File: src/rtl/core/assert_macros.svh
// Concurrent assertion macros shared by the RTL.
// Define SYNTH to compile them away; no other dependencies.
`ifndef ASSERT_MACROS_SVH
`define ASSERT_MACROS_SVH
`ifndef SYNTH
`define ASSERT_CLK(lbl, clk, rstn, prop) \
    lbl: assert property (@(posedge clk) disable iff (!rstn) (prop)) \
        else $error("assertion failed");
`define ASSERT_NEVER(lbl, clk, rstn, cond) \
    `ASSERT_CLK(lbl, clk, rstn, !(cond))
`else
`define ASSERT_CLK(lbl, clk, rstn, prop)
`define ASSERT_NEVER(lbl, clk, rstn, cond)
`endif
`endif

File: src/rtl/core/rmq_pkg.sv
// Shared constants and types for the rotation matrix to quaternion pipeline.
// No dependencies.
`default_nettype none
package rmq_pkg;
    localparam int DATA_WIDTH_DEF = 16;

    typedef struct packed {
        logic vld;
        logic bad;
    } rmq_ctl_t;
endpackage
`default_nettype wire

File: src/rtl/core/rmq_front.sv
// Branch selection, unnormalized quaternion terms and pivot check.
// Depends on rmq_pkg.
`default_nettype none
module rmq_front #(
    parameter int W = rmq_pkg::DATA_WIDTH_DEF
) (
    input  wire logic                    aclk,
    input  wire logic                    aresetn,
    input  wire logic                    en,
    input  wire logic                    s_valid,
    input  wire logic signed [W-1:0]     r00, r01, r02,
    input  wire logic signed [W-1:0]     r10, r11, r12,
    input  wire logic signed [W-1:0]     r20, r21, r22,
    output rmq_pkg::rmq_ctl_t            ctl_o,
    output logic [3:0][W+1:0]            mag_o,
    output logic [3:0]                   neg_o,
    output logic [2*W-1:0]               rad_o
);
    localparam int TW = W + 2;
    localparam int F  = W - 2;
    localparam logic signed [TW-1:0] ONE = TW'(1 << F);

    logic signed [TW-1:0] e00, e01, e02, e10, e11, e12, e20, e21, e22;
    logic signed [TW-1:0] t [4];
    logic signed [TW-1:0] piv;
    logic                 bad;
    logic signed [TW-1:0] sum01;

    rmq_pkg::rmq_ctl_t    ctl_reg;
    logic [3:0][TW-1:0]   mag_reg, mag_next;
    logic [3:0]           neg_reg, neg_next;
    logic [2*W-1:0]       rad_reg, rad_next;

    assign e00 = TW'(r00);
    assign e01 = TW'(r01);
    assign e02 = TW'(r02);
    assign e10 = TW'(r10);
    assign e11 = TW'(r11);
    assign e12 = TW'(r12);
    assign e20 = TW'(r20);
    assign e21 = TW'(r21);
    assign e22 = TW'(r22);
    assign sum01 = e00 + e11;

    always_comb begin
        if (e22 < 0) begin
            if (e00 > e11) begin
                t[0] = ONE + e00 - e11 - e22;
                t[1] = e01 + e10;
                t[2] = e20 + e02;
                t[3] = e21 - e12;
                piv  = t[0];
            end else begin
                t[0] = e01 + e10;
                t[1] = ONE - e00 + e11 - e22;
                t[2] = e12 + e21;
                t[3] = e02 - e20;
                piv  = t[1];
            end
        end else begin
            if (sum01 < 0) begin
                t[0] = e20 + e02;
                t[1] = e12 + e21;
                t[2] = ONE - e00 - e11 + e22;
                t[3] = e10 - e01;
                piv  = t[2];
            end else begin
                t[0] = e21 - e12;
                t[1] = e02 - e20;
                t[2] = e10 - e01;
                t[3] = ONE + e00 + e11 + e22;
                piv  = t[3];
            end
        end
        bad = piv[TW-1] || (piv == '0);
        for (int i = 0; i < 4; i++) begin
            neg_next[i] = t[i][TW-1];
            mag_next[i] = t[i][TW-1] ? TW'(-t[i]) : TW'(t[i]);
        end
        rad_next = bad ? '0 : ({{(W-2){1'b0}}, piv} << F);
    end

    always_ff @(posedge aclk) begin
        if (!aresetn) begin
            ctl_reg <= '0;
        end else if (en) begin
            ctl_reg.vld <= s_valid;
            ctl_reg.bad <= bad;
        end
    end

    always_ff @(posedge aclk) begin
        if (en) begin
            mag_reg <= mag_next;
            neg_reg <= neg_next;
            rad_reg <= rad_next;
        end
    end

    assign ctl_o = ctl_reg;
    assign mag_o = mag_reg;
    assign neg_o = neg_reg;
    assign rad_o = rad_reg;
endmodule
`default_nettype wire

File: config.mk
export PLATFORM = sky130hd
export DESIGN_NAME = rmq_front
export DESIGN_NICKNAME = d
export VERILOG_FILES = /design/src/rtl/core/assert_macros.svh /design/src/rtl/core/rmq_pkg.sv /design/src/rtl/core/rmq_front.sv
export SDC_FILE = /design/constraint.sdc
export NUM_CORES = 1
export LEC_CHECK = 0
export BUFFER_PORTS_ARGS = -buffer_cell sky130_fd_sc_hd__buf_2
export CORE_ASPECT_RATIO = 1.75
export CORE_UTILIZATION = 55
export DETAILED_ROUTE_END_ITERATION = 8
export PLACE_DENSITY = 0.9
export SETUP_SLACK_MARGIN = 0.15
export SLEW_MARGIN = 10
export SYNTH_ARGS = -nofsm -noshare
export SYNTH_HDL_FRONTEND = slang
export SYNTH_SLANG_ARGS = --single-unit
File: constraint.sdc
create_clock -name aclk -period 5 [get_ports aclk]
set_input_delay 0.5 -clock aclk [delete_from_list [all_inputs] [get_ports aclk]]
set_output_delay 0.5 -clock aclk [all_outputs]
set_load 0.02 [all_outputs]
==> results of run 1 <==
[timing repair]
item / 4_1_cts
endpoints found under the hold margin: 0
cloned: 0
hold buffers: 0
endpoints found under the setup margin: 54
pin swaps: 28
resized for setup: 72
buffers inserted: 9
[metrics by stage]
stage | util, % | std cells | setup slack (ns)
after detailed placement | 68.6 | 3245 | -0.819
after floorplan | - | 2294 | -0.122
after global placement | 68.6 | 3245 | -0.805
after CTS | 70.7 | 3270 | -0.126
[kinds of logic after synthesis]
family,after synthesis
buf+inv,295
fa+ha+maj,280
compound gates,669
simple gates,665
other cells,1
xor+xnor,193
flops,96
mux,81
[layer usage]
| layer | GRT overflow | GRT usage (%) |
|---|---|---|
| met5 | 0 | 1.61 |
| met4 | 13 | 71.1 |
| met3 | 0 | 30.0 |
| met2 | 19 | 91.9 |
| met1 | 0 | 57.4 |
==> results.cfg, run 1 <==
[placed_design]
portBuffers = 243
gp_congestion = 1.12
dp_hpwl_um = 74200
placed_cell_area_um2 = 23100

[synth]
yosys.area_share.xor_xnor_pct = 8.96
synth_mux_area_share_pct = 4.54
syn_area_um2 = 18900
synth_area_per_cell_um2 = 8.28
synth_top_area_share_pct = 15.0
synth_cells = 2280
synth_cell_types = 114
ys_seq_elements = 96
synthArstFlopShare_pct = 0
synthTopCellsByCount = ha_1, inv_1, nor2_1
yosysTopAreaCell = edfxtp_1
synth_edf_count = 94
synth_area_leaders = edfxtp_1, ha_1, fa_1
synth_fa_ha_area_share_pct = 21.5
yosysMostFrequentCell = ha_1
synth_compound_area_share_pct = 24.6
synth_top_family_by_area = compound AO/OA/AOI/OAI gates
synth_ff_type = edfxtp_1
yosysSeqAreaShare_pct = 15.2
yosysWarnings = 0
synth-simple-area-share_pct = 18.5

[global_routing]
grt_max_degree = 148
grt.total_usage_pct = 61.7
grt-ovfl-total = 32

[floorplanning]
io_pins = 258
die_y_um = 247
num_rows = 89
die_w_um = 142
start_util_pct = 55.9

[run_status]
haltStage = global routing (5_1_grt)
stop_error = [ERROR GRT-0232] Routing congestion too high. Check the congestion heatmap in the GUI.
status = aborted with a tool error

[cts]
clock-sinks = 96
cts_buffer_depth = 2
cts_made_buffers = 9
root_buffer = clkbuf_16
htree_num_levels = 3

[timing]
worst-ep-kind = sequential cell input
grt-worst-endpoint = mag_o[52]$_DFFE_PP_/D
==> inputs of run 2 (changes only) <==
--- a/config.mk
+++ b/config.mk
@@ -6,11 +6,9 @@
 export NUM_CORES = 1
 export LEC_CHECK = 0
 export BUFFER_PORTS_ARGS = -buffer_cell sky130_fd_sc_hd__buf_2
-export CORE_ASPECT_RATIO = 1.75
-export CORE_UTILIZATION = 55
+export CORE_UTILIZATION = 40
 export DETAILED_ROUTE_END_ITERATION = 8
-export PLACE_DENSITY = 0.9
-export SETUP_SLACK_MARGIN = 0.15
+export PLACE_DENSITY_LB_ADDON = 0.15
 export SLEW_MARGIN = 10
 export SYNTH_ARGS = -nofsm -noshare
 export SYNTH_HDL_FRONTEND = slang
==> constraint.sdc (replaced) <==
create_clock -name aclk -period 6.5 [get_ports aclk]
set_input_delay 0.65 -clock aclk [delete_from_list [all_inputs] [get_ports aclk]]
set_output_delay 0.65 -clock aclk [all_outputs]
set_load 0.02 [all_outputs]
==> results.cfg, run 2 <==
[run_status]
status = complete, no violations

[timing]
period_share_pct = 92.0
rsz0062_at_grt = false
fin_setup_tns_ns = 0
relSlewSlack_pct = 25.0
setup_violations = 0
period_minus_slack_ns = 5.98
hold_viol = 0
worst_clock_skew_ns = 0
worstMarginPinSlew_ns = 1.12
maxSlewViolCount = 0
fmax_mhz = 167

[setup_path]
max_stage_delay_ns = 0.53
end_kind = flip-flop
cp_slowest_cell = or4b_4
worstPathRequired_ns = 6.60
cp_num_buf_inv = 2
start_kind = input port
crit_type = input port to flip-flop
worstPathMaxFanout = 8
critPathTopFamily = simple AND/OR/NAND/NOR gates
path_cells = buf_2, nor3_1, nand2b_1, or4_1, nor2_1, nand2_1, nor2_1, xnor2_1, fa_1, ha_1, inv_1, a2111oi_1, o41ai_1, o21ai_0, xnor2_1, mux2i_1, mux2_2, or4b_4, nor3_4, a41oi_1, xor2_1
arrival_ns = 6.08

[synth]
synth_top_area_share_pct = 15.0
synth-simple-area-share_pct = 18.5
synth_area_per_cell_um2 = 8.28
synth_cell_types = 114
synth_cells = 2280
synth_fa_ha_area_share_pct = 21.5
ys_seq_elements = 96
synthArstFlopShare_pct = 0
syn_area_um2 = 18900
synth_edf_count = 94
synth_compound_area_share_pct = 24.6
synth_mux_area_share_pct = 4.54
synth_top_family_by_area = compound AO/OA/AOI/OAI gates
synth_area_leaders = edfxtp_1, ha_1, fa_1
yosysWarnings = 0
yosysTopAreaCell = edfxtp_1
yosys.area_share.xor_xnor_pct = 8.96
synth_ff_type = edfxtp_1
yosysMostFrequentCell = ha_1
synthTopCellsByCount = ha_1, inv_1, nor2_1
yosysSeqAreaShare_pct = 15.2

[worst_hold_path]
holdCritPathClass = flip-flop to flip-flop

[cts]
htree_num_levels = 3
cts_setup_buffers = 0
path_clk_slew_ns = 0.07
cts_made_buffers = 9
root_buffer = clkbuf_16
cts_buffer_depth = 2
clk_latency_ns = 0.34
cts_tree = done
postCtsResizedCells = 0
postCtsHoldBufs = 0
clock-sinks = 96

[placed_design]
gp_congestion = 0.979
dp_hpwl_um = 64900
portBuffers = 243

[floorplanning]
die_w_um = 219
num_rows = 79
dieArea_um2 = 48000
io_pins = 258
start_util_pct = 40.5
core_um2 = 46600
die_y_um = 219

[global_routing]
grt_pass1_wl_um = 110000
grt-ovfl-total = 0
antenna_found_initial = 1
grt_max_degree = 84
grt.total_usage_pct = 30.8
first_global_vias = 17500

[cells_and_area]
final_common_cell = buf_2
fin_nets = 2990
syn_to_final_growth_pct = 14.6
final_layout_size_suffix_gt1_share_pct = 17.8
final_cell_mix = buf_2, ha_1, inv_1, nor2_1, a21oi_1
n_antenna_cell = 0
largest_register_ffs = 72

[route]
routed_wl_um = 75400
first_pass_iters = 6
wire_per_inst_um = 23.8
drt_iter0_drc = 1778
dr_total_vias = 18800
viasPerCell = 5.93
antenna_left = 0
drc_errors = 0

[power]
p_leak_nw = 9.50
totalPowerFinal_mw = 5.70
irDropWorstVdd_mv = 0.220
power_density_nw_per_um2 = 264

[run]
maxCapViolCount = 0
## run 2: cell counts after synthesis
Identical to the previous run, type by type.
## run 2: logic make-up (layout without fill, tap and decap cells)
family	Yosys count	count (layout)
buf+inv	295	569
fa+ha+maj	280	280
other cells	1	15
simple gates	665	665
xor+xnor	193	193
mux	81	81
flops	96	96
compound gates	669	669
## run 2: layout make-up
cell class / instances / area (um2)
fillers: 4659 / 24900
multi-input cells: 1903 / 14800
flip-flops and latches: 96 / 2860
repair buffers: 370 / 2210
well taps: 607 / 759
inverters: 183 / 687
clock buffers: 10 / 229
clock inverters: 6 / 68.8
## run 2: routing by layer
layer / vias to the layer above / global-route usage, % / wire length, um
met4: 0 / 5.81 / 1370
met1: 9097 / 45.3 / 35700
met5: - / 0 / 0
met3: 68 / 3.85 / 5360
met2: 778 / 48.2 / 32900
li1: 8872 / - / -
## run 2: final timing paths
check	from	endpoint	slack, ns	cells past startpoint
worst max-delay path	r00[2]	mag_o[52]$_DFFE_PP_	0.52	21
worst min-delay path	ctl_o[1]$_SDFFE_PN0P_	ctl_o[1]$_SDFFE_PN0P_	0.53	2
worst max register to register	ctl_o[0]$_SDFFE_PN0P_	ctl_o[0]$_SDFFE_PN0P_	5.66	2
worst min register to register	ctl_o[1]$_SDFFE_PN0P_	ctl_o[1]$_SDFFE_PN0P_	0.53	2
## run 2: stage by stage
stage	cell area, um2	std cells	utilization [%]	worst slack, ns	hold WS [ns]
3_5_place_dp	21300	3159	45.8	0.229	0.529
5_1_grt	21600	3175	46.5	0.0792	0.568
6_report	21600	3175	46.5	0.517	0.533
3_3_place_gp	21300	3159	45.8	0.366	0.511
4_1_cts	21600	3175	46.4	0.575	0.546
2_1_floorplan	18900	2294	-	0.993	0.589
## run 2: report_power, final
| part | switching [mW] | internal, mW |
|---|---|---|
| clock network | 0.237 | 0.301 |
| logic | 2.62 | 1.51 |
| registers | 0.0784 | 0.963 |
| total | 2.93 | 2.77 |
## run 2: worst register-to-register path, delay by kind of cell, from the launching register on
kind,cells,cell delay (ns)
compound gates,2,0.37
flops,1,0.31
(Power assumes the default switching activity.)
