File: src/rtl/core/assert_macros.svh
// Concurrent assertion macros shared by the RTL.
// Define SYNTH to compile them away; no other dependencies.
`ifndef ASSERT_MACROS_SVH
`define ASSERT_MACROS_SVH
`ifndef SYNTH
`define ASSERT_CLK(lbl, clk, rstn, prop) \
    lbl: assert property (@(posedge clk) disable iff (!rstn) (prop)) \
        else $error("assertion failed");
`define ASSERT_NEVER(lbl, clk, rstn, cond) \
    `ASSERT_CLK(lbl, clk, rstn, !(cond))
`else
`define ASSERT_CLK(lbl, clk, rstn, prop)
`define ASSERT_NEVER(lbl, clk, rstn, cond)
`endif
`endif

File: src/rtl/core/rmq_pkg.sv
// Shared constants and types for the rotation matrix to quaternion pipeline.
// No dependencies.
`default_nettype none
package rmq_pkg;
    localparam int DATA_WIDTH_DEF = 16;

    typedef struct packed {
        logic vld;
        logic bad;
    } rmq_ctl_t;
endpackage
`default_nettype wire

File: src/rtl/core/rmq_div.sv
// One divider lane: rounded |term| * 2^F / (2 s), one quotient bit per stage,
// then sign restore and saturation, or zero on a bad pivot. Depends on rmq_pkg.
`default_nettype none
module rmq_div #(
    parameter int W = rmq_pkg::DATA_WIDTH_DEF
) (
    input  wire logic               aclk,
    input  wire logic               aresetn,
    input  wire logic               en,
    input  wire rmq_pkg::rmq_ctl_t  ctl_i,
    input  wire logic [W+1:0]       mag_i,
    input  wire logic               neg_i,
    input  wire logic [W-1:0]       s_i,
    output rmq_pkg::rmq_ctl_t       ctl_o,
    output logic signed [W-1:0]     q_o
);
    localparam int RW = 2 * W + 1;
    localparam int F  = W - 2;

    logic [RW-1:0]      rem_reg [0:W-1], rem_next [0:W-1];
    logic [W:0]         d_reg   [0:W-1], d_next   [0:W-1];
    logic [W-2:0]       q_reg   [0:W-1], q_next   [0:W-1];
    logic               ovf_reg [0:W-1], ovf_next [0:W-1];
    logic               neg_reg [0:W-1];
    rmq_pkg::rmq_ctl_t  ctl_reg [0:W-1];

    logic [RW-1:0]      dk [1:W-1];

    logic signed [W-1:0] res_reg, res_next;
    rmq_pkg::rmq_ctl_t   ctl_out_reg;

    always_comb begin
        rem_next[0] = RW'({mag_i, {F{1'b0}}}) + RW'(s_i);
        d_next[0]   = {s_i, 1'b0};
        q_next[0]   = '0;
        ovf_next[0] = rem_next[0] >= RW'({s_i, {W{1'b0}}});
        for (int j = 1; j < W; j++) begin
            dk[j]       = {{W{1'b0}}, d_reg[j-1]} << (W - 1 - j);
            d_next[j]   = d_reg[j-1];
            ovf_next[j] = ovf_reg[j-1];
            if (rem_reg[j-1] >= dk[j]) begin
                rem_next[j] = rem_reg[j-1] - dk[j];
                q_next[j]   = q_reg[j-1] | ((W-1)'(1) << (W - 1 - j));
            end else begin
                rem_next[j] = rem_reg[j-1];
                q_next[j]   = q_reg[j-1];
            end
        end
        if (ctl_reg[W-1].bad) begin
            res_next = '0;
        end else if (ovf_reg[W-1]) begin
            res_next = neg_reg[W-1] ? {1'b1, {(W-1){1'b0}}} : {1'b0, {(W-1){1'b1}}};
        end else if (neg_reg[W-1]) begin
            res_next = -$signed({1'b0, q_reg[W-1]});
        end else begin
            res_next = $signed({1'b0, q_reg[W-1]});
        end
    end

    always_ff @(posedge aclk) begin
        if (!aresetn) begin
            for (int j = 0; j < W; j++) begin
                ctl_reg[j] <= '0;
            end
            ctl_out_reg <= '0;
        end else if (en) begin
            ctl_reg[0] <= ctl_i;
            for (int j = 1; j < W; j++) begin
                ctl_reg[j] <= ctl_reg[j-1];
            end
            ctl_out_reg <= ctl_reg[W-1];
        end
    end

    always_ff @(posedge aclk) begin
        if (en) begin
            neg_reg[0] <= neg_i;
            for (int j = 1; j < W; j++) begin
                neg_reg[j] <= neg_reg[j-1];
            end
            for (int j = 0; j < W; j++) begin
                rem_reg[j] <= rem_next[j];
                d_reg[j]   <= d_next[j];
                q_reg[j]   <= q_next[j];
                ovf_reg[j] <= ovf_next[j];
            end
            res_reg <= res_next;
        end
    end

    assign ctl_o = ctl_out_reg;
    assign q_o   = res_reg;
endmodule
`default_nettype wire
File: config.mk
export PLATFORM = sky130hd
export DESIGN_NAME = rmq_div
export DESIGN_NICKNAME = d
export VERILOG_FILES = /design/src/rtl/core/assert_macros.svh /design/src/rtl/core/rmq_pkg.sv /design/src/rtl/core/rmq_div.sv
export SDC_FILE = /design/constraint.sdc
export NUM_CORES = 1
export LEC_CHECK = 0
export ABC_AREA = 1
export BUFFER_PORTS_ARGS = -buffer_cell sky130_fd_sc_hd__buf_4
export CORE_UTILIZATION = 35
export DETAILED_ROUTE_END_ITERATION = 16
export MAX_ROUTING_LAYER = met4
export SLEW_MARGIN = 15
export SYNTH_ARGS = -nofsm -noshare
export SYNTH_HDL_FRONTEND = slang
export SYNTH_SLANG_ARGS = --single-unit
File: constraint.sdc
create_clock -name aclk -period 3.52 [get_ports aclk]
set_clock_uncertainty 0.2 [all_clocks]
set_input_delay 0.528 -clock aclk [delete_from_list [all_inputs] [get_ports aclk]]
set_output_delay 0.528 -clock aclk [all_outputs]
set_load 0.03 [all_outputs]
**After elaboration in Yosys (flattened, before gate mapping)**

Memories as Yosys holds them, arrays and structs flattened.
Index checks and enable logic that the tools add are counted.

- Memories: 6
- RAM bits: 1,104
- Input bits: 40
- Word-level logic and storage cells: 112
- Output and inout bits: 18
- Register bits: 18

- $lt $le $gt $ge: 16
- Muxes and demuxes: 54
- Add/subtract/negate cells: 17
- Bitwise logic cells: 16

Memories:

| name | words | width | rd ports | clocked after memory_dff | write ports | line | text |
|---|---|---|---|---|---|---|---|
| rem_reg | 16 | 33 | 15 | 0 | 16 | rmq_div.sv:20 | `logic [RW-1:0] rem_reg [0:W-1], rem_next [0:W-1];` |
| d_reg | 16 | 17 | 15 | 0 | 16 | rmq_div.sv:21 | `logic [W:0] d_reg [0:W-1], d_next [0:W-1];` |
| q_reg | 16 | 15 | 16 | 0 | 16 | rmq_div.sv:22 | `logic [W-2:0] q_reg [0:W-1], q_next [0:W-1];` |
| ctl_reg | 16 | 2 | 16 | 0 | 16 | rmq_div.sv:25 | `rmq_pkg::rmq_ctl_t ctl_reg [0:W-1];` |
| neg_reg | 16 | 1 | 16 | 0 | 16 | rmq_div.sv:24 | `logic neg_reg [0:W-1];` |
| ovf_reg | 16 | 1 | 16 | 0 | 16 | rmq_div.sv:23 | `logic ovf_reg [0:W-1], ovf_next [0:W-1];` |

Operator list:

| kind | count |
|---|---|
| 33-bit two-way mux | 15 |
| 16-bit two-way mux | 3 |
| 2-bit two-way mux | 17 |
| 32-bit by 16-bit adder with 33-bit output | 1 |
| 33-bit by 17-bit >= comparator with 1-bit output | 1 |
| 33-bit by 18-bit >= comparator with 1-bit output | 1 |
| 33-bit by 19-bit >= comparator with 1-bit output | 1 |
| 33-bit by 20-bit >= comparator with 1-bit output | 1 |
| 33-bit by 21-bit >= comparator with 1-bit output | 1 |
| 33-bit by 22-bit >= comparator with 1-bit output | 1 |
| 33-bit by 23-bit >= comparator with 1-bit output | 1 |
| 33-bit by 24-bit >= comparator with 1-bit output | 1 |
| 33-bit by 25-bit >= comparator with 1-bit output | 1 |
| 33-bit by 26-bit >= comparator with 1-bit output | 1 |
| 33-bit by 27-bit >= comparator with 1-bit output | 1 |
| 33-bit by 28-bit >= comparator with 1-bit output | 1 |
| 33-bit by 29-bit >= comparator with 1-bit output | 1 |
| 33-bit by 30-bit >= comparator with 1-bit output | 1 |
| 33-bit by 31-bit >= comparator with 1-bit output | 1 |
| 33-bit by 32-bit >= comparator with 1-bit output | 1 |
| 33-bit by 17-bit subtractor with 33-bit output | 1 |
| 33-bit by 18-bit subtractor with 33-bit output | 1 |
| 33-bit by 19-bit subtractor with 33-bit output | 1 |
| 33-bit by 20-bit subtractor with 33-bit output | 1 |
| 27 further kinds | 47 |

**Logic depth before layout (Yosys ltp)**

- Word-level depth: 4
- Mapped depth: 18
- Mapped depth without buffers: 18

**Least setup slack after synthesis**

No wires, ideal clock.

- Kind: input to register
- Start: input port mag_i[0]
- End: memory ovf_reg[0][0], data pin
- Arrival time: 2,830 ps
- Path buffers: 0
- Setup slack: 231 ps
- Stages on the path: 18
- Library setup time: 260 ps
- Required time: 3,060 ps
- Cell sequence: ha_1 -> inv_1 -> fa_1 -> inv_1 -> nand3_1 -> nor3_2 -> nand2_1 -> nor2_1 -> nand3_1 -> nor2_1 -> xor2_1 -> ha_1 -> a21oi_1 -> o211ai_1 -> inv_1 -> nand2_1 -> nor2_1 -> nand3_1

RTL lines:

| item | line | text |
|---|---|---|
| start: declaration | rmq_div.sv:11 | `input wire logic [W+1:0] mag_i,` |
| end: declaration | rmq_div.sv:23 |  |

==> metrics list <==
* Post-Synthesis Net Count: 6,462
- Number of gates given a new drive strength after cts: 0
- On the worst path, the slowest cell contributes a delay of 530 ps.
- Dividing the detail-routed via count by the number of cells gives 4.85.
- Data on the critical path arrives at its endpoint at 3610 ps.
- Via count: 40,200
- Relative to the synthesized area, the layout overhead comes to 12.6%.
* Placed wire-length estimate after detailed placement: 109 mm
- Ranking of synthesized cells by instance count: nand2_1, inv_1, edfxtp_1
* Slowest CP cell: dlygate4sd3_1
- Slew at the pin closest to its max-slew limit: 742 ps
* Warnings from Yosys: 0
- Fill cells: 14,300
- Core Box Area: 142,000 um^2
- The clock passes through at most 3 buffers.
- Area leader, netlist: edfxtp_1
- Number of remaining DRC errors: 0
* Drt wl/cell: 16.6 um
- After the first detailed-routing iteration, the DRC count stood at 3,040.
* Layout cell share with drive strength beyond 1: 6.50%
- Number of buffers created by CTS: 93
- Each instance of the synthesized netlist takes up on average 8.14 um^2.
- For the worst flop-to-flop path, the logic depth is 12.
- Total power of the final layout: 39.5 mW
- Sequential power share: 36.9%
- Clock-pin slew was measured on the worst setup and hold paths at 60 ps.
- CP cell instances: dlygate4sd3_1, buf_4, ha_1, inv_1, fa_1, inv_1, nand3_1, nor3_2, nand2_1, nor2_1, nand3_1, nor2_1, xor2_1, ha_1, a21oi_1, o211ai_1, inv_1, nand2_1, nor2_1, nand3_1
- The worst setup path is captured at a register.
* Hold violation count in the final report: 0
- Cell with the most instances after synthesis: nand2_1
* CTS tree: built
- Of the available clock period, the critical path in the final layout requires 95.0%.
* Cell family contributing the most delay on the critical path: simple AND/OR/NAND/NOR gates
- Across the run, the number of max-cap violations was 0.
- Count of endpoints failing setup in the final report: 0
* Cell-internal power: 23.7 mW
- The routed design has 138 mm of wire.
* Buffer count from post-CTS setup fixing: 0
- Data on the critical path is required at its endpoint by 3780 ps.
* Die Y: 380 um
- The flow ran to the end, and the final reports show no timing, DRC or antenna violations.
- Start point of the worst hold path: mag_i[17]
- Summed over all nets, the switching power comes to 15.7 mW.
* Die Outline Area: 145,000 um^2
- Number of synthesized register bits: 805
* Synthesized instance count: 6,149
- All-Layer GR Usage: 19.3%
* Number of I/O pins: 58
- The worst pin sits at a relative slew slack of 50.4%.
- Port buffering added 57 buffers.
- The critical path is of the in -> reg type.
- Length of the first detailed-routing pass in iterations: 5
* Most instantiated flip-flop cell in the synthesis netlist: edfxtp_1
- The initial utilization of the core area, before any placement, comes to 35.3%.
- Yosys mapped the design onto 53 distinct sky130hd cell types.
- Clock latency at the later pin of the worst-skew pair: 720 ps
- Horizontal die dimension: 380 um
* Type of the worst min-delay path: in -> reg
- Net switching is 39.9% of the power.
* VDD IR max: 385 uV
- Entering global routing, the biggest net connects 91 pins.
- After layout, the worst setup slack is 176 ps.
- Cell area reported after detailed placement: 53,000 um^2
* Flop2flop setup slack: 350 ps
- The worst hold path terminates at rem_reg[0][31].
- The synthesized design devotes to its leading area cell type 48.1% of total area.
- Critical Path Fanout Max: 3
* Number of stages on the worst hold path: 3
- Flip-flop count of the largest register after layout: 495
- The worst setup path is launched from an input pin.
- Antenna violations before repair: 5
- CTS saw 805 sinks.
- After the last flow step, the layout net total stands at 6,643.
- Reported leakage power: 25.7 nW
- Total Negative Setup Slacks: 0 ps
- Once layout is done, the placed cells without fillers occupy 56,400 um^2.
- The count of nets left with antenna violations once routing finished came out at 0.
- Part of the power in combinational logic: 38.7%
* Cell Pwr Density: 700 nW/um^2
- The worst register-to-register path begins at rem_reg[0][6].
* Share of the yosys chip area belonging to registers: 48.2%
* Post-synthesis cell area: 50,100 um^2
- Max Transition Viols Final: 0
- Fraction of registers with async set/reset: 0%
- The worst register-to-register path ends at rem_reg[0][65].
- OpenSTA, run right after detailed placement, puts the worst setup slack at -26.7 ps.
- Clock network fraction of total power: 24.3%
- Setup repair after global routing left no endpoint under its margin.
* H-tree levels: 3
- F_max: 0.299 GHz
- Crit path buf inv count: 5
- Counting flops with a built-in enable in the synthesized netlist gives 803.
* Critical Path Start: mag_i[0]
- Global routing finished with a remaining overflow of 0.
- The first global-routing pass estimated 213 mm of wire.
- Shortest period the worst path allows: 3340 ps
- Sorting the synthesized cells by area gives the leading types as edfxtp_1, nand2_1, inv_1.
- In this run the clock root is driven by a clkbuf_16.
- Via count of the first global-routing pass: 38,200
- Number of standard-cell rows in the floorplan: 138
- Gpl congestion: 0.951
[cells by family after synthesis]
kind of cell             share of synthesized area, %
AND/OR/NAND/NOR                                  27.5
buffers and inverters                            8.56
flip-flops                                       48.2
XOR/XNOR                                         2.76
AO/OA/AOI/OAI                                    5.91
adder cells (fa/ha/maj)                          7.05
[worst max-delay path by stage]
stage,to,slack (ps),cells past startpoint
floorplan,ovf_reg[0][0],230,18
global placement,ovf_reg[0][0],-230,19
detailed placement,ovf_reg[0][0],-30,19
CTS,ovf_reg[0][0],200,20
global route,ovf_reg[0][0],2,20
finish,ovf_reg[0][0],180,20
[metrics by stage]
step	util (%)	std cells	hold slack [ps]
floorplan	-	6149	200
global placement	37.4	8090	200
detailed placement	37.4	8090	205
CTS	39.8	8291	22.4
global route	39.8	8292	58.9
finish	39.8	8292	88.8
[power by group through the flow]
stage	clock [mW]	sequential [mW]	combinational [mW]
floorplan	0	13.9	11.1
global placement	0	14.8	14.9
detailed placement	0	14.8	15.0
CTS	9.91	14.6	15.1
global route	10.2	14.7	17.3
finish	9.60	14.6	15.3
[worst register-to-register path, delay by kind of cell (launching register included)]
kind                     cells  cell delay [ps]
adder cells (fa/ha/maj)      1              350
flip-flops                   1              420
AND/OR/NAND/NOR              9             1550
buffers and inverters        2              380
[routing by layer]
| metal | GRT usage, % | wire, um | vias to the layer above | share of wire, % |
|---|---|---|---|---|
| li1 | - | - | 20300 | - |
| met1 | 25.3 | 63100 | 18600 | 46 |
| met2 | 30.2 | 62200 | 1049 | 45 |
| met3 | 2.98 | 7770 | 236 | 5.6 |
| met4 | 6.55 | 4620 | 0 | 3.4 |
| met5 | - | 0 | - | 0 |
[final cells by class]
cell class	count	area (um^2)	share of cell area, %
Sequential cell	805	24200	42.8
Multi-Input combinational cell	4251	21600	38.4
Timing Repair Buffer	145	1320	2.34
Clock buffer	113	2470	4.37
Tap cell	1890	2360	4.20
Inverter	1034	3880	6.89
Clock inverter	53	538	0.954
Antenna cell	1	2.50	0.00444
[repair_timing]
item | CTS | global route
endpoints found under the hold margin | 56 | 0
hold buffers | 35 | 0
endpoints found under the setup margin | 0 | 1
[cell usage in the layout (no fill, tap or decap), drive strengths merged, types with 5 or more instances in the layout]
master	netlist	final
bufinv	0	7
nand3b	57	57
clkbuf	9	113
buf	50	110
and3	5	5
o21ai	154	154
clkinv	2	34
nor2	567	567
a21oi	316	316
nor4	14	14
o21a	8	8
or2	5	5
nand3	364	364
and2	5	5
nor3	87	87
xor2	129	129
o21bai	20	20
edfxtp	803	803
nand2	2082	2082
nand4	111	111
clkinvlp	0	9
fa	15	15
xnor2	29	29
inv	1032	1037
ha	258	258
a21o	10	10
dlygate4sd3	0	35
No activity file was read; power rests on OpenSTA's default activity.
