[config.mk]
export PLATFORM = sky130hd
export DESIGN_NAME = rmq_sqrt
export DESIGN_NICKNAME = d
export VERILOG_FILES = /design/src/rtl/core/assert_macros.svh /design/src/rtl/core/rmq_pkg.sv /design/src/rtl/core/rmq_sqrt.sv
export SDC_FILE = /design/constraint.sdc
export NUM_CORES = 1
export LEC_CHECK = 0
export ABC_CLOCK_PERIOD_IN_PS = 5100
export BUFFER_PORTS_ARGS = -buffer_cell sky130_fd_sc_hd__buf_4
export CAP_MARGIN = 20
export CORE_MARGIN = 4
export CORE_UTILIZATION = 60
export CTS_BUF_LIST = sky130_fd_sc_hd__clkbuf_16
export DETAILED_ROUTE_END_ITERATION = 12
export MAX_ROUTING_LAYER = met4
export PLACE_DENSITY = 0.82
export SKIP_LAST_GASP = 1
export SYNTH_ARGS = -nofsm -noshare
export SYNTH_HDL_FRONTEND = slang
export SYNTH_SLANG_ARGS = --single-unit
export TNS_END_PERCENT = 50
[constraint.sdc]
create_clock -name aclk -period 5.1 [get_ports aclk]
set_input_delay 1.02 -clock aclk [delete_from_list [all_inputs] [get_ports aclk]]
set_output_delay 1.02 -clock aclk [all_outputs]
set_load 0.02 [all_outputs]
[src/rtl/core/assert_macros.svh]
// Concurrent assertion macros shared by the RTL.
// Define SYNTH to compile them away; no other dependencies.
`ifndef ASSERT_MACROS_SVH
`define ASSERT_MACROS_SVH
`ifndef SYNTH
`define ASSERT_CLK(lbl, clk, rstn, prop) \
    lbl: assert property (@(posedge clk) disable iff (!rstn) (prop)) \
        else $error("assertion failed");
`define ASSERT_NEVER(lbl, clk, rstn, cond) \
    `ASSERT_CLK(lbl, clk, rstn, !(cond))
`else
`define ASSERT_CLK(lbl, clk, rstn, prop)
`define ASSERT_NEVER(lbl, clk, rstn, cond)
`endif
`endif

[src/rtl/core/rmq_pkg.sv]
// Shared constants and types for the rotation matrix to quaternion pipeline.
// No dependencies.
`default_nettype none
package rmq_pkg;
    localparam int DATA_WIDTH_DEF = 16;

    typedef struct packed {
        logic vld;
        logic bad;
    } rmq_ctl_t;
endpackage
`default_nettype wire

[src/rtl/core/rmq_sqrt.sv]
// Pipelined integer square root, one result bit per stage, side payload carried.
// Depends on rmq_pkg.
`default_nettype none
module rmq_sqrt #(
    parameter int W  = rmq_pkg::DATA_WIDTH_DEF,
    parameter int PW = 4 * (rmq_pkg::DATA_WIDTH_DEF + 2) + 4
) (
    input  wire logic               aclk,
    input  wire logic               aresetn,
    input  wire logic               en,
    input  wire rmq_pkg::rmq_ctl_t  ctl_i,
    input  wire logic [2*W-1:0]     rad_i,
    input  wire logic [PW-1:0]      pay_i,
    output rmq_pkg::rmq_ctl_t       ctl_o,
    output logic [W-1:0]            root_o,
    output logic [PW-1:0]           pay_o
);
    localparam int RMW = W + 3;

    logic [RMW-1:0]     rem_d  [0:W];
    logic [W-1:0]       root_d [0:W];
    logic [2*W-1:0]     rad_d  [0:W];

    logic [RMW-1:0]     rem_reg  [1:W], rem_next  [1:W];
    logic [W-1:0]       root_reg [1:W], root_next [1:W];
    logic [2*W-1:0]     rad_reg  [1:W], rad_next  [1:W];
    logic [PW-1:0]      pay_reg  [1:W];
    rmq_pkg::rmq_ctl_t  ctl_reg  [1:W];

    logic [RMW-1:0]     rm  [1:W];
    logic [RMW-1:0]     trl [1:W];

    always_comb begin
        rem_d[0]  = '0;
        root_d[0] = '0;
        rad_d[0]  = rad_i;
        for (int j = 1; j <= W; j++) begin
            rem_d[j]  = rem_reg[j];
            root_d[j] = root_reg[j];
            rad_d[j]  = rad_reg[j];
        end
        for (int j = 1; j <= W; j++) begin
            rm[j]  = {rem_d[j-1][RMW-3:0], rad_d[j-1][2*W-1:2*W-2]};
            trl[j] = {1'b0, root_d[j-1], 2'b01};
            if (rm[j] >= trl[j]) begin
                rem_next[j]  = rm[j] - trl[j];
                root_next[j] = {root_d[j-1][W-2:0], 1'b1};
            end else begin
                rem_next[j]  = rm[j];
                root_next[j] = {root_d[j-1][W-2:0], 1'b0};
            end
            rad_next[j] = {rad_d[j-1][2*W-3:0], 2'b00};
        end
    end

    always_ff @(posedge aclk) begin
        if (!aresetn) begin
            for (int j = 1; j <= W; j++) begin
                ctl_reg[j] <= '0;
            end
        end else if (en) begin
            ctl_reg[1] <= ctl_i;
            for (int j = 2; j <= W; j++) begin
                ctl_reg[j] <= ctl_reg[j-1];
            end
        end
    end

    always_ff @(posedge aclk) begin
        if (en) begin
            pay_reg[1] <= pay_i;
            for (int j = 2; j <= W; j++) begin
                pay_reg[j] <= pay_reg[j-1];
            end
            for (int j = 1; j <= W; j++) begin
                rem_reg[j]  <= rem_next[j];
                root_reg[j] <= root_next[j];
                rad_reg[j]  <= rad_next[j];
            end
        end
    end

    assign ctl_o  = ctl_reg[W];
    assign root_o = root_reg[W];
    assign pay_o  = pay_reg[W];
endmodule
`default_nettype wire

=== Word-level counts from Yosys, hierarchy flattened ===
Memories as Yosys holds them, arrays and structs flattened.
Cells that the tools add are included.

* Output and inout port bits: 94
* Flip-flop bits (word level): 0
* Memories kept: 5
* RAM bits: 2288

{| class="wikitable"
|+ Memories
! name !! depth !! width !! read ports !! clocked after Yosys merged registers in !! write ports !! RTL line !! RTL
|-
| pay_reg || 16 || 76 || 16 || 0 || 16 || rmq_sqrt.sv:27 || <nowiki>logic [PW-1:0] pay_reg [1:W];</nowiki>
|-
| rad_reg || 16 || 30 || 15 || 0 || 16 || rmq_sqrt.sv:26 || <nowiki>logic [2*W-1:0] rad_reg [1:W], rad_next [1:W];</nowiki>
|-
| rem_reg || 16 || 19 || 15 || 0 || 16 || rmq_sqrt.sv:24 || <nowiki>logic [RMW-1:0] rem_reg [1:W], rem_next [1:W];</nowiki>
|-
| root_reg || 16 || 16 || 16 || 0 || 16 || rmq_sqrt.sv:25 || <nowiki>logic [W-1:0] root_reg [1:W], root_next [1:W];</nowiki>
|-
| ctl_reg || 16 || 2 || 16 || 0 || 16 || rmq_sqrt.sv:28 || <nowiki>rmq_pkg::rmq_ctl_t ctl_reg [1:W];</nowiki>
|}

* Add/subtract/negate cells: 16
* Magnitude comparators: 16
* Bitwise logic cells: 16
* Multiplexer cells: 53

{| class="wikitable"
|+ Operators by type and width
! operator !! count
|-
| $mux 19 || 16
|-
| $ge 19x18->1 || 15
|-
| $sub 19x18->19 || 15
|-
| $mux 2 || 16
|-
| $mux 1 || 21
|-
| $or 1x1->1 || 16
|-
| $sub 2x1->3 const B || 1
|-
| $ge 2x1->1 const B || 1
|}

=== Longest topological paths before layout ===
Gate-level depths: netlist of run 1.

* Word-level depth: 4
* Mapped depth: 11
* Depth with buffers taken out: 10

=== Least setup slack after synthesis of run 1 ===
OpenSTA, ideal clock, no wires.

* Path type: flip-flop to flip-flop
* Start: register rem_reg[0][217] (netlist name)
* End: register rem_reg[0][240] (netlist name)
* Path buffers: 1
* Stages on the path, launching flop included: 10
* Period minus slack after synthesis: 2.633 ns
* Data required time: 4.843 ns
* Arrival time: 2.376 ns
* Library setup time: 0.257 ns
* Path slack: 2.467 ns
* Cell sequence: edfxtp_1 -> ha_1 -> inv_2 -> or3_4 -> or4_4 -> o31a_1 -> o31a_2 -> buf_2 -> nand2_1 -> o31ai_2

==> results.ini, run 1 <==
[setup_path]
cp_top_family = compound AO/OA/AOI/OAI gates
crit_slowest_cell = or3b_2
cp-start-kind = flop
crit_fanout = 4
crit_type = reg2reg
worstPathArrival_ps = 3910
critPathMostFrequentCell = o21a_1
cp-end-kind = flop
cp_cell_sequence = ha_1 > o21a_1 > o21a_1 > o21ai_0 > or3b_2 > a211oi_1 > nand3b_1 > xnor2_1
critical-path-max-stage-delay_ps = 570
path_buf_inv = 0
worstPathRequired_ps = 5600

[timing]
setup_ws_ps = 1680
finClkSkew_ps = 50.4
rsz0062_at_grt = false
setup-tns-final_ps = 0
report.final.setup_viol = 0
slew_viol_final = 0
holdWs_ps = 391
final.period_utilization_pct = 67.0
hold_viol_final = 0
maxSlewHeadroom_pct = 29.3
period_minus_slack_ps = 3420
fmax_ghz = 0.293
max_slew.worst_pin.slew_ps = 1060

[routing]
wl_um = 110000
drc_errors = 0
drtIter0Drc = 2711
vias = 29823
first_pass_iters = 6
routed_via_density = 5.52
drtAntennaViolNets = 0
wl_per_cell_um = 20.3

[floorplanning]
initial_utilization_pct = 60.7
die_w_um = 341
core_area_um2 = 109000
pin_count = 207
die-area_um2 = 116000
die_h_um = 341
num_rows = 121

[clock_tree]
path_clk_slew_ps = 70
clock_sinks = 1861
post_cts_buffers = 0
cts_tree = yes
post_cts_resized = 0
clock_latency_ps = 770
htreeDepth = 4
numCtsBuffers = 172
ctsHoldBuffers = 0
cts-root-buf = clkbuf_16
clockBufferDepth = 3

[synthesis]
synth-main-ff-cell = edfxtp_1
synthCells = 3476
yosysWarnings = 0
synth_edf_count = 1861
synth.ff_latch_count = 1861
syn_area_um2 = 66400
ys_async_sr_fraction_pct = 0
seq_area_frac_synth_pct = 84.1
synth.net_count = 3741
syn_avg_cell_area_um2 = 19.1
yosysUniqueCellTypes = 83

[global_routing]
antenna_found_initial = 1
grt_pass1_vias = 30556
grt_pass1_wl_um = 171000
overflow = 0
grt_max_degree = 189
grt_use_total_pct = 19.6

[power_and_ir_drop]
ir_worst_vdd_mv = 0.437
p_leak_nw = 27.5
power_density_nw_per_um2 = 453
power_frac_clock_pct = 38.2
power_frac_seq_pct = 55.0
p_comb_share_pct = 6.8
p_sw_share_pct = 22.1
p_int_mw = 26.6
switching_power_mw = 7.54

[finish]
largest_reg_flops = 1216
multi_input_area_um2 = 9070
regArea_um2 = 55900
nets = 4047
fill_cells = 6492
drive_gt1_share_pct = 14.3
instances_no_fill = 5403
synthToLayoutAreaGrowth_pct = 13.4

[placed_design]
port_buffers = 206
dp.cells = 5081
place_hpwl_um = 56900
dpl_worst_slack_ps = 1730
gp_congestion = 0.902

[job]
cap_violations = 0

[worst_hold_path]
hp-class = reg2reg

[outcome]
outcome = finished clean

==> worst paths after layout <==
kind / from / endpoint / slack, ps / depth (start not counted)
worst max-delay path: rem_reg[0][57] / rem_reg[0][91] / 1680 / 8
worst min-delay path: pay_reg[0][201] / pay_reg[0][277] / 390 / 0
worst max register to register: rem_reg[0][57] / rem_reg[0][91] / 1680 / 8
worst min register to register: pay_reg[0][201] / pay_reg[0][277] / 390 / 0
==> layer usage <==
metal	vias to the layer above	track usage [%]	part of all wire [%]
met5	-	-	0
met2	1070	34.3	53
met3	303	3.20	5.1
met1	14618	22.7	38
li1	13832	-	-
met4	0	7.75	3.8
==> cell type report <==
class	instances	share of cell area, %
inverter	197	0.981
clock buffer	173	5.75
timing repair buffer	245	2.65
tap	1476	2.45
multi-input combinational	1305	12.0
antenna	1	0.00332
sequential	1861	74.2
clock inverter	145	1.96
==> cells in the final DEF (no fill, tap or decap), types with 24 or more instances in the layout <==
cell type	n
nor2_1	149
nand2_1	110
nor4_1	24
nand2b_1	24
clkinv_1	32
edfxtp_1	1861
nor3_1	44
nor2b_1	24
o21ai_0	95
a21oi_1	142
clkinv_2	39
and3_1	39
clkbuf_16	173
xor2_1	88
a21o_1	32
o21a_1	28
buf_4	231
inv_1	224
nand3_1	33
ha_1	152
xnor2_1	76
mux2_2	24
==> power groups by stage <==
stage	clock network, mW	logic, mW	registers, mW
global route	14.1	2.57	18.8
CTS	13.3	2.31	18.7
detailed placement	0	2.25	19.0
floorplan	0	1.51	18.8
finish	13.0	2.32	18.7
global placement	0	2.17	18.9
==> through the flow <==
stage | utilization [%] | area, um^2 | total power [mW]
after floorplan | - | 66400 | 20.3
after global placement | 63.5 | 69500 | 21.1
after detailed placement | 63.5 | 69500 | 21.2
after CTS | 68.8 | 75300 | 34.4
after global routing | 68.8 | 75300 | 35.5
final | 68.8 | 75300 | 34.1
==> Yosys cell counts (7+ instances only) <==
master | number | area [um^2]
edfxtp_1 | 1861 | 55900
inv_1 | 196 | 736
ha_1 | 152 | 1900
nor2_1 | 149 | 559
a21oi_1 | 142 | 711
nand2_1 | 110 | 413
o21ai_0 | 95 | 475
xor2_1 | 88 | 771
buf_4 | 78 | 586
xnor2_1 | 76 | 666
nor3_1 | 44 | 220
and3_1 | 39 | 244
nand3_1 | 33 | 165
a21o_1 | 32 | 240
o21a_1 | 28 | 210
mux2_2 | 24 | 270
nand2b_1 | 24 | 150
nor2b_1 | 24 | 150
nor4_1 | 24 | 150
clkbuf_1 | 23 | 86.3
nand4_1 | 16 | 100
or3_1 | 15 | 93.8
and2_1 | 14 | 87.6
a211oi_1 | 12 | 90.1
o211ai_1 | 11 | 82.6
or4_1 | 11 | 82.6
buf_2 | 10 | 50.1
o31ai_1 | 10 | 75.1
a21boi_0 | 8 | 60.1
nand3b_1 | 8 | 60.1
a31oi_1 | 7 | 43.8
or2_2 | 7 | 43.8
==> kinds of logic after synthesis <==
group,after synthesis,synth area share [%]
other,1,0.00564
AOI/OAI and AO/OA,409,3.90
buffers and inverters,310,2.22
muxes,30,0.497
xor gates and xnor gates,164,2.16
and+or+nand+nor,549,4.23
adders and majority gates,152,2.86
DFF,1861,84.1
==> worst register-to-register path: cells and delay by family (launching register included) <==
kind,cells,cell delay (ps)
compound gates,4,1380
flops,1,410
simple gates,2,790
fa+ha+maj,1,410
xor+xnor,1,190
(Power assumes the default switching activity.)
==> run 2, diff against run 1 <==
--- a/config.mk
+++ b/config.mk
@@ -5,7 +5,7 @@
 export SDC_FILE = /design/constraint.sdc
 export NUM_CORES = 1
 export LEC_CHECK = 0
-export ABC_CLOCK_PERIOD_IN_PS = 5100
+export ABC_CLOCK_PERIOD_IN_PS = 3300
 export BUFFER_PORTS_ARGS = -buffer_cell sky130_fd_sc_hd__buf_4
 export CAP_MARGIN = 20
 export CORE_MARGIN = 4
==> constraint.sdc (replaced) <==
create_clock -name aclk -period 3.3 [get_ports aclk]
set_input_delay 0.66 -clock aclk [delete_from_list [all_inputs] [get_ports aclk]]
set_output_delay 0.66 -clock aclk [all_outputs]
set_load 0.02 [all_outputs]
==> run 2 against run 1 <==
Cell count grew 0.78%. Global-route usage grew 1.3 points. Combinational power rose by 59%. Via count rose by 2.2%. Critical path depth fell by 2. Non-clock buffer count is 48 higher. Total power increased by 53%. Hold slack got worse by 340 ps.
==> results.ini, run 2 (synthesis gave the netlist of run 1 again) <==
[timing]
finClkSkew_ps = 54.7
maxSlewHeadroom_pct = 42.4
slew_viol_final = 0
holdWs_ps = 55.1
max_slew.worst_pin.slew_ps = 859
report.final.setup_viol = 0
period_minus_slack_ps = 3220
fmax_ghz = 0.310
hold_viol_final = 0
final.period_utilization_pct = 97.6
rsz0062_at_grt = true
setup-tns-final_ps = 0

[floorplanning]
die_w_um = 341
pin_count = 207
initial_utilization_pct = 60.7
core_area_um2 = 109000
die-area_um2 = 116000
die_h_um = 341
num_rows = 121

[setup_path]
cp-end-kind = flop
crit_type = reg2reg
critical-path-max-stage-delay_ps = 650
crit_fanout = 11
cp-start-kind = flop
crit_slowest_cell = nor4b_1
worstPathArrival_ps = 3760
worstPathRequired_ps = 3840
cp_cell_sequence = ha_1 > nor4b_1 > a2111o_1 > nand2b_1 > nand3b_1 > o41ai_1

[power_and_ir_drop]
p_comb_share_pct = 7.1
switching_power_mw = 11.9
p_int_mw = 40.4
ir_worst_vdd_mv = 0.773
power_frac_seq_pct = 55.5
p_leak_nw = 27.6
power_density_nw_per_um2 = 691
power_frac_clock_pct = 37.4
p_sw_share_pct = 22.7

[global_routing]
overflow = 0
grt_pass1_wl_um = 180000
grt_pass1_vias = 31049
grt_max_degree = 113
grt_use_total_pct = 20.8
antenna_found_initial = 4

[finish]
largest_reg_flops = 1216
nets = 4096
drive_gt1_share_pct = 14.3
layout_common_cells = edfxtp_1, buf_4, inv_1
final_common_cell = edfxtp_1
synthToLayoutAreaGrowth_pct = 13.9

[job]
cap_violations = 0

[clock_tree]
path_clk_slew_ps = 70
htreeDepth = 4
cts_tree = yes
clock_latency_ps = 770
cts-root-buf = clkbuf_16
clockBufferDepth = 3
numCtsBuffers = 173
clock_sinks = 1861

[routing]
drtAntennaViolNets = 0
drc_errors = 0
first_pass_iters = 7
wl_per_cell_um = 21.5
vias = 30483
routed_via_density = 5.60
wl_um = 117000
drtIter0Drc = 2937

[placed_design]
gp_congestion = 0.903
port_buffers = 206
place_hpwl_um = 59900

[outcome]
outcome = finished clean

[worst_hold_path]
hp-class = in2reg

[run 2: cell count changes in the layout (fill, tap and decap cells not counted), sizes merged, moves of 2 or more]
cell	previous run	this run
buf	245	273
bufinv	23	13
dlygate4sd3	0	20
inv	227	233
clkinv	84	80
clkbuf	173	175
[run 2: metal layers]
layer	wire, um	track usage, %
met1	43700	24.2
met4	4900	8.82
met2	62100	36.1
met3	6600	3.50
met5	0	-
[run 2: cell type report]
cell class	instances	area [um^2]
multi-input cells	1305	9090
repair buffers	293	2490
flip-flops and latches	1861	55900
inverters	197	739
clock inverters	136	1200
well taps	1476	1850
clock buffers	175	4380
fillers	6427	33800
diodes	2	5.00
[run 2: path summary, 6_finish.rpt]
check             startpoint              end  slack, ps  cells after the start
min                rad_i[15]   rad_reg[0][45]         60                      1
max reg2reg   rem_reg[0][39]   rem_reg[0][69]         80                      6
min reg2reg  pay_reg[0][335]  pay_reg[0][411]        380                      0
max           rem_reg[0][39]   rem_reg[0][69]         80                      6
[run 2: critical path, delay by kind of cell, from the launching register on]
kind,cells,cell delay (ps)
AO/OA/AOI/OAI,2,770
adder cells (fa/ha/maj),1,410
flip-flops,1,410
AND/OR/NAND/NOR,3,1400
[run 2: repair_timing]
item / CTS / global route
resized for setup: 0 / 3
hold buffers: 20 / 0
endpoints found under the hold margin: 20 / 0
setup buffers: 0 / 0
endpoints found under the setup margin: 0 / 8
[run 2: power groups by stage]
stage	clock network, mW	registers, mW	logic [mW]
global placement	0	29.2	3.44
CTS	19.9	29.0	3.67
detailed placement	0	29.4	3.54
floorplan	0	29.0	2.34
finish	19.6	29.0	3.70
global route	21.1	29.1	4.09
[run 2: metrics by stage]
step                      cell area, um^2  setup WS, ps  cells  power, mW  utilization [%]
after floorplan                     66400           667   3476       31.4                -
after global placement              69800           312   5112       32.7             63.8
after detailed placement            69800           240   5112       32.9             63.8
after CTS                           75600           139   5443       52.6             69.1
after global routing                75600          3.06   5445       54.3             69.1
final                               75600          79.3   5445       52.3             69.1
==> run 3, diff against run 2 <==
--- a/config.mk
+++ b/config.mk
@@ -5,7 +5,7 @@
 export SDC_FILE = /design/constraint.sdc
 export NUM_CORES = 1
 export LEC_CHECK = 0
-export ABC_CLOCK_PERIOD_IN_PS = 3300
+export ABC_CLOCK_PERIOD_IN_PS = 3900
 export BUFFER_PORTS_ARGS = -buffer_cell sky130_fd_sc_hd__buf_4
 export CAP_MARGIN = 20
 export CORE_MARGIN = 4
==> constraint.sdc (replaced) <==
create_clock -name aclk -period 3.9 [get_ports aclk]
set_input_delay 0.78 -clock aclk [delete_from_list [all_inputs] [get_ports aclk]]
set_output_delay 0.78 -clock aclk [all_outputs]
set_load 0.02 [all_outputs]
==> run 3 against run 2 <==
Setup slack better by 670 ps. Register-to-register slack better by 670 ps. Largest power group unchanged. Sequential power down 16%. Highest routed layer unchanged.
==> results.ini, run 3 (synthesis gave the netlist of run 1 again) <==
[setup_path]
worstRegToRegCells = 7
rr_endpoint = rem_reg[0][73]
cp-end-kind = flop
r2r_slack_ps = 750
crit_type = reg2reg
cp-start-kind = flop
crit_fanout = 11
regToRegStartpoint = rem_reg[0][49]
worstPathArrival_ps = 3660
worstPathRequired_ps = 4410

[finish]
synthToLayoutAreaGrowth_pct = 12.9
fin_util_pct = 68.5
layout_common_cells = edfxtp_1, buf_4, inv_1
drive_gt1_share_pct = 13.8
antenna_cells = 0
final_common_cell = edfxtp_1
largest_reg_flops = 1216
nets = 4056

[global_routing]
grt_use_total_pct = 19.5
antenna_found_initial = 1
grt_max_degree = 196
grt_pass1_vias = 30667
grt_pass1_wl_um = 170000
overflow = 0

[routing]
drtAntennaViolNets = 0
routed_via_density = 5.53
drtIter0Drc = 2623
first_pass_iters = 6
wl_per_cell_um = 20.3
drc_errors = 0
wl_um = 109000
vias = 29882

[timing]
maxSlewHeadroom_pct = 37.0
finClkSkew_ps = 56.1
period_minus_slack_ps = 3150
final.period_utilization_pct = 80.7
max_slew.worst_pin.slew_ps = 945
report.final.setup_viol = 0
fmax_ghz = 0.318
hold_viol_final = 0
setup-tns-final_ps = 0
rsz0062_at_grt = false
slew_viol_final = 0

[floorplanning]
core_area_um2 = 109000
pin_count = 207
initial_utilization_pct = 60.7
die_h_um = 341
die-area_um2 = 116000
die_w_um = 341
num_rows = 121

[placed_design]
port_buffers = 206
place_hpwl_um = 57500
gp_congestion = 0.928

[clock_tree]
clock_sinks = 1861
clockBufferDepth = 3
numCtsBuffers = 173
path_clk_slew_ps = 70
ctsHoldBuffers = 0
cts_tree = yes
htreeDepth = 4
post_cts_buffers = 0
post_cts_resized = 0
cts-root-buf = clkbuf_16
clock_latency_ps = 770

[power_and_ir_drop]
p_leak_nw = 27.4
power_density_nw_per_um2 = 581
ir_worst_vdd_mv = 0.587
finalPower_mw = 43.6

[job]
cap_violations = 0

[worst_hold_path]
hold_end = pay_reg[0][103]
min_from = pay_i[27]
hold-path-cell-count = 1
hp-class = in2reg

[outcome]
outcome = finished clean

==> run 3: routing by layer <==
metal / vias up / global-route usage (%) / routed length [um]
met5: - / - / 0
met4: 0 / 7.49 / 4150
met3: 287 / 3.58 / 6170
met2: 1110 / 34.1 / 57900
met1: 14630 / 22.4 / 41200
li1: 13855 / - / -
==> run 3: worst max path at each step <==
stage / startpoint / end / slack, ps / cells past startpoint
6_report: rem_reg[0][49] / rem_reg[0][73] / 750 / 7
5_1_grt: rem_reg[0][268] / rem_reg[0][297] / 520 / 7
4_1_cts: rem_reg[0][268] / rem_reg[0][297] / 790 / 7
3_5_place_dp: rem_reg[0][268] / rem_reg[0][288] / 800 / 9
3_3_place_gp: rem_reg[0][268] / rem_reg[0][287] / 850 / 9
2_1_floorplan: rem_reg[0][217] / rem_reg[0][240] / 1270 / 9
==> run 3: through the flow <==
stage | cell area [um^2] | hold slack [ps] | instances | setup slack, ps
2_1_floorplan | 66400 | 400 | 3476 | 1270
3_3_place_gp | 69600 | 400 | 5092 | 849
3_5_place_dp | 69600 | 405 | 5092 | 801
4_1_cts | 75000 | 106 | 5400 | 790
5_1_grt | 75000 | 123 | 5400 | 520
6_report | 75000 | 174 | 5400 | 751
==> run 3: critical path, stage by stage (launching register included) <==
cell and delay, ps:
edfxtp_1 480, or2_1 340, or4_1 480, a2111oi_1 590, nand2b_1 380, nand3b_1 340
or2_1 190, xnor2_1 90
==> run 3: area by class of cell <==
class | instances | area [um^2]
repair buffers | 253 | 2070
flip-flops and latches | 1861 | 55900
clock buffers | 174 | 4350
fillers | 6501 | 34400
clock inverters | 134 | 1060
well taps | 1476 | 1850
inverters | 197 | 739
multi-input cells | 1305 | 9070
==> run 3: power by group <==
part           internal [mW]  switching (mW)
logic                   1.24            1.79
registers               23.8           0.699
clock network           8.72            7.31
total                   33.8            9.80
